$ cat config.mk
export PLATFORM = sky130hd
export DESIGN_NAME = vsb_sync_inserter
export DESIGN_NICKNAME = d
export VERILOG_FILES = /design/src/rtl/vsb_pkg.sv /design/src/rtl/vsb_sym_gen.sv /design/src/rtl/vsb_sync_inserter.sv
export SDC_FILE = /design/constraint.sdc
export NUM_CORES = 1
export LEC_CHECK = 0
export BUFFER_PORTS_ARGS = -buffer_cell sky130_fd_sc_hd__buf_2
export CAP_MARGIN = 25
export CORE_ASPECT_RATIO = 0.7
export CORE_MARGIN = 4
export CORE_UTILIZATION = 40
export DETAILED_ROUTE_END_ITERATION = 8
export SYNTH_ARGS = -nofsm -noshare
export SYNTH_HDL_FRONTEND = slang
export SYNTH_SLANG_ARGS = --single-unit
$ cat constraint.sdc
create_clock -name clk -period 2.55 [get_ports clk]
set_input_delay 0 -clock clk [delete_from_list [all_inputs] [get_ports clk]]
set_output_delay 0 -clock clk [all_outputs]
set_load 0.01 [all_outputs]
$ cat src/rtl/vsb_pkg.sv
`timescale 1ns / 1ps

package vsb_pkg;

	// Frame geometry
	localparam int SEGMENTS_PER_FIELD       = 312;
	localparam int DATA_SYMBOLS_PER_SEGMENT = 828;
	localparam int FIELD_SEG_LEN            = 832;
	localparam int DATA_SEG_LEN             = DATA_SYMBOLS_PER_SEGMENT + 4;
	localparam int SEG_LEN_MAX              = (DATA_SEG_LEN > FIELD_SEG_LEN) ?
	                                          DATA_SEG_LEN : FIELD_SEG_LEN;
	localparam int POS_W                    = $clog2(SEG_LEN_MAX);
	localparam int SEG_W                    = $clog2(SEGMENTS_PER_FIELD + 1);

	// Field sync segment layout (symbol positions)
	localparam int SEG_SYNC_LEN = 4;
	localparam int PN63_A       = 515;
	localparam int PN63_B       = 578;
	localparam int PN63_C       = 641;
	localparam int MODE_START   = 704;
	localparam int RESV_START   = 728;
	localparam int TAIL_START   = 820;
	localparam int TAIL_LEN     = 12;

	// Generator seeds and mode flag pattern
	localparam logic [8:0]  LONG_SEED   = 9'h080;
	localparam logic [5:0]  SHORT_SEED  = 6'h27;
	localparam logic [23:0] MODE_BITS   = 24'h0A5F5A;
	localparam logic [6:0]  LEVEL_RESET = 7'd5;

	// One emitted symbol with its flags
	typedef struct packed {
		logic signed [7:0] out_symbol;
		logic              data_taken;
		logic              segment_start;
		logic              in_field_sync;
	} vsb_res_t;

endpackage

$ cat src/rtl/vsb_sym_gen.sv
`timescale 1ns / 1ps

// Symbol sequencer: counters, PN generators and tail history.
// The result for the current tick is combinational; state advances on step.
module vsb_sym_gen
	import vsb_pkg::*;
(
	input  logic              clk,
	input  logic              arst_n,
	input  logic              step,
	input  logic signed [7:0] data_symbol,
	input  logic [6:0]        sync_level,
	output vsb_res_t          res
);

	logic [POS_W-1:0]  pos_q;
	logic [SEG_W-1:0]  seg_q;
	logic              parity_q;
	logic [8:0]        long_pn_q;
	logic [5:0]        short_pn_q;
	logic signed [7:0] recent_q [TAIL_LEN];

	logic              fs;
	logic              is_sync;
	logic              in_long;
	logic              in_pn63;
	logic              in_mode;
	logic              in_resv;
	logic              in_tail;
	logic              short_reload;
	logic              short_run;
	logic [5:0]        short_cur;
	logic              short_fb;
	logic              long_fb;
	logic [4:0]        mode_idx;
	logic              pn_bit;
	logic              seg_last;
	logic [7:0]        level_pos;

	// Region decode
	assign fs       = (seg_q == '0);
	assign is_sync  = (pos_q < POS_W'(SEG_SYNC_LEN));
	assign in_long  = fs && !is_sync && (pos_q < POS_W'(PN63_A));
	assign in_pn63  = fs && (pos_q >= POS_W'(PN63_A)) && (pos_q < POS_W'(MODE_START));
	assign in_mode  = fs && (pos_q >= POS_W'(MODE_START)) && (pos_q < POS_W'(RESV_START));
	assign in_resv  = fs && (pos_q >= POS_W'(RESV_START)) && (pos_q < POS_W'(TAIL_START));
	assign in_tail  = fs && (pos_q >= POS_W'(TAIL_START));

	// Short PN restarts at each block boundary
	assign short_reload = fs && (pos_q == POS_W'(PN63_A) || pos_q == POS_W'(PN63_B) ||
	                             pos_q == POS_W'(PN63_C) || pos_q == POS_W'(RESV_START));
	assign short_run = in_pn63 || in_resv;
	assign short_cur = short_reload ? SHORT_SEED : short_pn_q;
	assign short_fb  = short_cur[0] ^ short_cur[1];
	assign long_fb   = long_pn_q[0] ^ long_pn_q[1] ^ long_pn_q[3] ^ long_pn_q[4] ^
	                   long_pn_q[6] ^ long_pn_q[7];

	assign mode_idx  = 5'(pos_q - POS_W'(MODE_START));
	assign level_pos = {1'b0, sync_level};
	assign seg_last  = fs ? (pos_q == POS_W'(FIELD_SEG_LEN - 1)) :
	                        (pos_q == POS_W'(DATA_SEG_LEN - 1));

	// Symbol selection
	always_comb begin
		pn_bit = 1'b0;
		priority if (is_sync) begin
			pn_bit = (pos_q == POS_W'(0)) || (pos_q == POS_W'(3));
		end else if (in_long) begin
			pn_bit = long_pn_q[0];
		end else if (in_pn63) begin
			pn_bit = short_cur[0] ^ (parity_q && (pos_q >= POS_W'(PN63_B)) &&
			                         (pos_q < POS_W'(PN63_C)));
		end else if (in_mode) begin
			pn_bit = MODE_BITS[5'd23 - mode_idx];
		end else if (in_resv) begin
			pn_bit = short_cur[0];
		end else begin
			// data symbols and tail replay carry no generator bit
			pn_bit = 1'b0;
		end

		res.data_taken    = !fs && !is_sync;
		res.segment_start = (pos_q == '0);
		res.in_field_sync = fs;
		if (res.data_taken) begin
			res.out_symbol = data_symbol;
		end else if (in_tail) begin
			res.out_symbol = recent_q[0];
		end else begin
			res.out_symbol = pn_bit ? level_pos : (8'd0 - level_pos);
		end
	end

	// Counters and generators
	always_ff @(posedge clk or negedge arst_n) begin
		if (!arst_n) begin
			pos_q      <= '0;
			seg_q      <= '0;
			parity_q   <= 1'b0;
			long_pn_q  <= LONG_SEED;
			short_pn_q <= SHORT_SEED;
		end else if (step) begin
			if (seg_last) begin
				pos_q <= '0;
				if (seg_q == SEG_W'(SEGMENTS_PER_FIELD)) begin
					seg_q    <= '0;
					parity_q <= !parity_q;
				end else begin
					seg_q <= seg_q + SEG_W'(1);
				end
			end else begin
				pos_q <= pos_q + POS_W'(1);
			end
			if (fs && pos_q == '0) begin
				long_pn_q <= LONG_SEED;
			end else if (in_long) begin
				long_pn_q <= {long_fb, long_pn_q[8:1]};
			end
			if (short_run) begin
				short_pn_q <= {short_fb, short_cur[5:1]};
			end
		end
	end

	// Tail history: shift in on data, rotate while replaying
	always_ff @(posedge clk or negedge arst_n) begin
		if (!arst_n) begin
			for (int i = 0; i < TAIL_LEN; i++) begin
				recent_q[i] <= '0;
			end
		end else if (step && (res.data_taken || in_tail)) begin
			for (int i = 0; i < TAIL_LEN - 1; i++) begin
				recent_q[i] <= recent_q[i + 1];
			end
			recent_q[TAIL_LEN - 1] <= res.data_taken ? data_symbol : recent_q[0];
		end
	end

endmodule

$ cat src/rtl/vsb_sync_inserter.sv
`timescale 1ns / 1ps

// A result is registered in the output register, or in the skid register while the output is stalled.
// Throughput: one request per cycle while in_stall is low; the sequencer advances once per accepted request.
// A skid register behind the output register lets one more request in while out_stall is high.
// Reset (arst_n low, asynchronous): field sync first, odd field, PN seeds loaded,
// tail history zero, sync_level = 5, output empty.
module vsb_sync_inserter
	import vsb_pkg::*;
(
	input  logic              clk,
	input  logic              arst_n,
	input  logic              in_valid,
	output logic              in_stall,
	input  logic signed [7:0] data_symbol,
	output logic              out_valid,
	input  logic              out_stall,
	output logic signed [7:0] out_symbol,
	output logic              data_taken,
	output logic              segment_start,
	output logic              in_field_sync,
	input  logic              cfg_valid,
	output logic              cfg_ready,
	input  logic [6:0]        cfg_data
);

	logic [6:0] sync_level_q;
	logic       accept;
	vsb_res_t   gen_res;
	vsb_res_t   out_res_q;
	vsb_res_t   skid_res_q;
	logic       out_valid_q;
	logic       skid_valid_q;

	// Configuration register
	assign cfg_ready = 1'b1;
	always_ff @(posedge clk or negedge arst_n) begin
		if (!arst_n) begin
			sync_level_q <= LEVEL_RESET;
		end else if (cfg_valid) begin
			sync_level_q <= cfg_data;
		end
	end

	assign in_stall = skid_valid_q;
	assign accept   = in_valid && !skid_valid_q;

	vsb_sym_gen u_gen (
		.clk         (clk),
		.arst_n      (arst_n),
		.step        (accept),
		.data_symbol (data_symbol),
		.sync_level  (sync_level_q),
		.res         (gen_res)
	);

	// Output register with skid
	always_ff @(posedge clk or negedge arst_n) begin
		if (!arst_n) begin
			out_valid_q  <= 1'b0;
			skid_valid_q <= 1'b0;
		end else if (!out_valid_q || !out_stall) begin
			out_valid_q  <= skid_valid_q || accept;
			skid_valid_q <= 1'b0;
		end else if (accept) begin
			skid_valid_q <= 1'b1;
		end
	end

	always_ff @(posedge clk) begin
		if (!out_valid_q || !out_stall) begin
			out_res_q <= skid_valid_q ? skid_res_q : gen_res;
		end else if (accept) begin
			skid_res_q <= gen_res;
		end
	end

	assign out_valid     = out_valid_q;
	assign out_symbol    = out_res_q.out_symbol;
	assign data_taken    = out_res_q.data_taken;
	assign segment_start = out_res_q.segment_start;
	assign in_field_sync = out_res_q.in_field_sync;

`ifndef SYNTHESIS
	a_skid_behind_out: assert property (@(posedge clk) disable iff (!arst_n)
		skid_valid_q |-> out_valid_q)
		else $error("skid holds a request while output is empty");
	a_no_data_in_fs: assert property (@(posedge clk) disable iff (!arst_n)
		out_valid |-> !(data_taken && in_field_sync))
		else $error("data consumed inside field sync");
	a_no_data_at_start: assert property (@(posedge clk) disable iff (!arst_n)
		out_valid |-> !(data_taken && segment_start))
		else $error("data consumed on segment sync");
	a_skid_fill: assert property (@(posedge clk) disable iff (!arst_n)
		(out_valid_q && out_stall && accept) |=> skid_valid_q)
		else $error("request lost while output stalled");
`endif

endmodule

After elaboration in Yosys (flattened, before gate mapping). Memories as Yosys holds them, arrays and structs flattened. Cells that the tools add are included.

Div/mod/pow operators: 0. Equality and inequality tests: 7. Order comparisons: 12. $mul: 0. Add/subtract/negate cells: 5. Reductions and logical operators: 39. Bitwise operators: 8. Multiplexer cells: 18. Shifts and indexed selects: 0.

Operator list (count): 10-bit == test, second input constant (5); 10-bit greater-or-equal comparator, second input constant (5); 10-bit less-than comparator, second input constant (5); 8-bit 2-to-1 mux (4); 9-bit 2-to-1 mux (3); 1-bit logical AND (16); 11-bit 2-to-1 mux (1); 10-bit by 1-bit adder with 10-bit output, second input constant (1); 10-bit by 2-bit == test with 1-bit output, second input constant (1); 10-bit zero test (1); 10-bit by 3-bit less-than comparator with 1-bit output, second input constant (1); 10-bit 2-to-1 mux (1); 9-bit by 1-bit adder with 9-bit output, second input constant (1); 9-bit == test, second input constant (1); 9-bit zero test (1); 1-bit logical OR (8); 1-bit 2-to-1 mux (8); 2-bit AND reduction (4); 1-bit by 7-bit subtractor with 8-bit output, first input constant (1); 1-bit bitwise XOR (7); 1-bit zero test (6); 5-bit by 6-bit less-than comparator with 1-bit output, second input constant (1); 6-bit 2-to-1 mux (1); 5-bit by 1-bit subtractor with 5-bit output, second input constant (1); other kinds (4) (5).

Bits in writable memories: 0. Word-level logic and storage cells: 118. Memories kept: 1. Memory bits (read-only): 32. Input bits: 20. Bits in latches: 0. Bits in registers: 162.

Memories: (no name shown) (depth 32, bits a word 1, rd ports 1, clocked after Yosys merged registers in 0, write ports 0, RTL line vsb_sym_gen.sv:74) `pn_bit = MODE_BITS[5'd23 - mode_idx];`.

Logic depth before layout (Yosys ltp).
Word-level depth: 15. Gate-level depth with buffers: 12. Depth with buffers taken out: 12.

Cells and area by module. From an unflattened synthesis, not the netlist that was laid out.

Cells, all modules: 762. Area total of the unflattened synthesis: 7403.4 um^2.

By module, submodules not included: vsb_sym_gen (instances 1, seq. area each 3284.4 um^2, cells an instance 703, area an instance 6198.4 um^2); vsb_sync_inserter (instances 1, seq. area each 888.4 um^2, cells an instance 59, area an instance 1204.9 um^2).

Least setup slack after synthesis. No wires, ideal clock.

Kind: register to register. Start: register u_gen.seg_q[0]. End: register out_res_q (netlist bit out_symbol[1]) (data pin). Library setup time: 0.260 ns. Clock period less this slack: 2.737 ns. Data required time: 2.290 ns. Buffers on the path: 0. Stages on the path, launching flop included: 11. Path slack: -0.187 ns. Arrival time: 2.477 ns. Cells stage by stage: dfrtp_1 -> inv_1 -> ha_1 -> nor4b_1 -> nand2_1 -> nor4b_1 -> mux2i_1 -> a21oi_1 -> mux2i_1 -> o21ai_2 -> mux2_2.

RTL lines: from (decl) (RTL line vsb_sym_gen.sv:17) `logic [SEG_W-1:0] seg_q;`; from (signal assigned) (RTL line vsb_sym_gen.sv:109) `seg_q <= seg_q + SEG_W'(1);`; to (signal assigned) (RTL line vsb_sync_inserter.sv:72) `out_res_q <= skid_valid_q ? skid_res_q : gen_res;`; to (decl) (RTL line vsb_sync_inserter.sv:30) `vsb_res_t out_res_q;`.

==> flow_summary.yaml <==
status:
  status: "complete, but fails checks"
  violations: "negative setup slack"
finish:
  drive_gt1_share_pct: 39.3
  syn_to_final_growth_pct: 27.8
  layout_commonest_cell: "dfrtp_1"
  finalInstanceArea_sq_um: 9220
  regArea_sq_um: 4180
  diodes: 0
  final_cell_mix: "dfrtp_1, mux2_2, buf_4, nand2_1, buf_2"
  nets: 736
  nFillCells: 1468
  multi_input_area_sq_um: 3010
grt:
  grt_max_degree: 56
  grt_pass1_wl_mm: 25.3
  grt_overflow: 0
  antenna_found_initial: 0
  grt_pass1_vias: 4990
  grt_usage_pct: 15.7
yosys:
  yosysTopAreaCellShare_pct: 46.1
  synth.area.top_cells: "dfrtp_1, mux2_2, edfxtp_1"
  syn-instance-count: 578
  async_flop_share_pct: 86.4
  synth_top_area_cell: "dfrtp_1"
  yosysWarnings: 0
  synth-edff-count: 22
  avgSynthCellArea_sq_um: 12.5
  synthFlopType: "dfrtp_1"
  yosysUniqueCellTypes: 62
  syn_nets: 609
  synth-seq-cells: 162
  ys_seq_area_share_pct: 57.8
  syn_area_sq_um: 7210
place:
  globalplace.congestion: 0.946
  portBuffers: 32
  pre_cts_slack_ns: -0.246
  place_area_sq_um: 8120
  place_hpwl_mm: 10.4
worst_setup_path:
  critical_path.top_delay_family: "compound AO/OA/AOI/OAI gates"
  worstSetupStartpoint: "u_gen.pos_q[2]"
  arrival_ns: 2.89
  cp-end-kind: "flop"
  crit_required_ns: 2.72
  worst-path-buf-inv: 1
  cpMaxStageDelayCell: "dfrtp_2"
  reg2reg_from: "u_gen.pos_q[2]"
  cpPeakStageDelay_ns: 0.47
  worstPathCellList: "nor4_4 > buf_4 > and2_4 > o32ai_4 > a311oi_2 > mux2i_4 > a21oi_2 > mux2i_1 > o21ai_2 > mux2_4"
  crit_type: "reg -> reg"
  startpoint_type: "flop"
  worstPathMaxFanout: 6
route:
  totalWireLength_mm: 15.4
  vias: 4928
  vias_per_cell: 5.19
  firstDrtPassIters: 5
  post_drt_wl_per_cell_um: 16.2
  drt_iter0_markers: 462
  ant_nets: 0
  post-route-drc-count: 0
cts:
  worstSkewPairLatency_ns: 0.42
  clock-root-buffer: "clkbuf_16"
  clk_path_buf_depth: 2
  cts_tree: "done"
  path_clk_slew_ns: 0.07
  h-tree-depth: 4
  clkSinkCount: 162
  numCtsBuffers: 17
sta:
  finalCritPeriodShare_pct: 107
  worst_clock_skew_ns: 0.0134
  finalSetupViolCount: 11
  worst_pin_slew_ns: 0.595
  slew_headroom_pct: 60.3
  fin_crit_ns: 2.72
  drv_slew: 0
  layout_setup_ws_ns: -0.168
  max_freq_mhz: 368
  rsz0062_at_grt: "true"
  hold_viol_final: 0
floorplan:
  rows: 40
  ios: 34
  die_h_um: 120
  dieArea_sq_um: 20300
  start_util_pct: 41.4
  dieWidth_um: 169
  core-area_sq_um: 17400
hold_path:
  hold_class: "in -> reg"
  hp-start: "data_symbol[4]"
pwr:
  power_density_nw_per_um2: 990
  power_leakage_uw: 0.00424
  ir_worst_vdd_mv: 0.353
flow_run:
  drv_cap: 0
timing repair:
action	CTS	global route
gates resized for setup	18	20
endpoints found under the setup margin	44	84
gates cloned	0	0
pin swaps	16	11
hold endpoints to repair	68	0
hold buffers	22	0
buffers inserted	8	5
path summary, 6_finish.rpt:
| path | end | slack, ns | cells past startpoint |
|---|---|---|---|
| max in group asynchronous | u_gen.recent_q[43] | 1.62 | 3 |
| min | u_gen.recent_q[4] | 0.006 | 3 |
| max | out_symbol[1] | -0.17 | 10 |
| min reg2reg | u_gen.recent_q[7] | 0.49 | 2 |
| min in group asynchronous | sync_level_q[3] | 0.11 | 2 |
| max reg2reg | out_symbol[1] | -0.17 | 10 |
synth_stat cells, types with 4 or more instances:
master,count
dfrtp_1,133
mux2_2,97
nand2_1,47
nor2_1,27
o21ai_0,25
a21oi_1,23
edfxtp_1,22
inv_1,20
nand3_1,13
buf_2,12
xnor2_1,12
ha_1,11
mux2i_1,11
a22o_1,8
o31ai_1,8
dfstp_2,7
nor3_1,7
o22ai_1,7
buf_6,6
clkbuf_1,6
nand4_1,6
nor2b_1,5
xor2_1,5
a21o_1,4
routing by layer:
layer | up-vias | GRT usage, % | part of all wire (%)
met1 | 2439 | 23.3 | 50
met4 | 0 | 5.88 | 1.6
li1 | 2331 | - | -
met5 | - | 0 | 0
met2 | 132 | 22.5 | 43
met3 | 26 | 3.66 | 4.9
worst min-delay path, cell delays in order:
cell and delay [ns]:
buf_2 0.12, mux2i_1 0.09, o21ai_0 0.17
cell families (layout without fill, tap and decap cells):
logic type | after synthesis | after routing | share of synthesized area (%)
adder cells (fa/ha/maj) | 11 | 11 | 1.91
XOR/XNOR | 17 | 17 | 2.06
flip-flops | 162 | 162 | 57.8
buffers and inverters | 47 | 187 | 3.33
AND/OR/NAND/NOR | 130 | 130 | 8.90
other | 1 | 1 | 0.0520
AO/OA/AOI/OAI | 102 | 102 | 9.23
multiplexers | 108 | 108 | 16.7
state kept, by name (all words and copies together) (netlist names):
| name | count |
|---|---|
| skid_res_q | 11 |
| data_taken | 1 |
| out_symbol | 8 |
| out_valid | 1 |
| u_gen.long_pn_q | 9 |
| sync_level_q | 7 |
| u_gen.short_pn_q | 6 |
| u_gen.seg_q | 9 |
| u_gen.recent_q | 96 |
| in_stall | 1 |
| in_field_sync | 1 |
| u_gen.pos_q | 10 |
| u_gen.parity_q | 1 |
| segment_start | 1 |
per-stage QoR:
step | hold WS [ns] | instances | setup TNS (ns) | power, uW | util, %
2_1_floorplan | -0.296 | 578 | -0.128 | 5450 | -
3_3_place_gp | -0.0113 | 883 | -0.660 | 6180 | 46.6
3_5_place_dp | 0.00721 | 883 | -1.43 | 6280 | 46.6
4_1_cts | 0.0117 | 945 | -0.576 | 9110 | 52.2
5_1_grt | 0.0183 | 949 | -2.73 | 9650 | 52.9
6_report | 0.00598 | 949 | -1.19 | 9130 | 52.9
power breakdown:
group	switching [uW]	internal [uW]
clock	1100	1530
sequential	425	3420
combinational	1160	1490
cell type report:
type | instances | share of cell area [%]
inverters | 22 | 0.896
clock buffers | 18 | 4.89
repair buffers | 133 | 11.4
clock inverters | 14 | 1.78
flip-flops and latches | 162 | 45.3
well taps | 231 | 3.13
multi-input cells | 369 | 32.6
(Power assumes the default switching activity.)
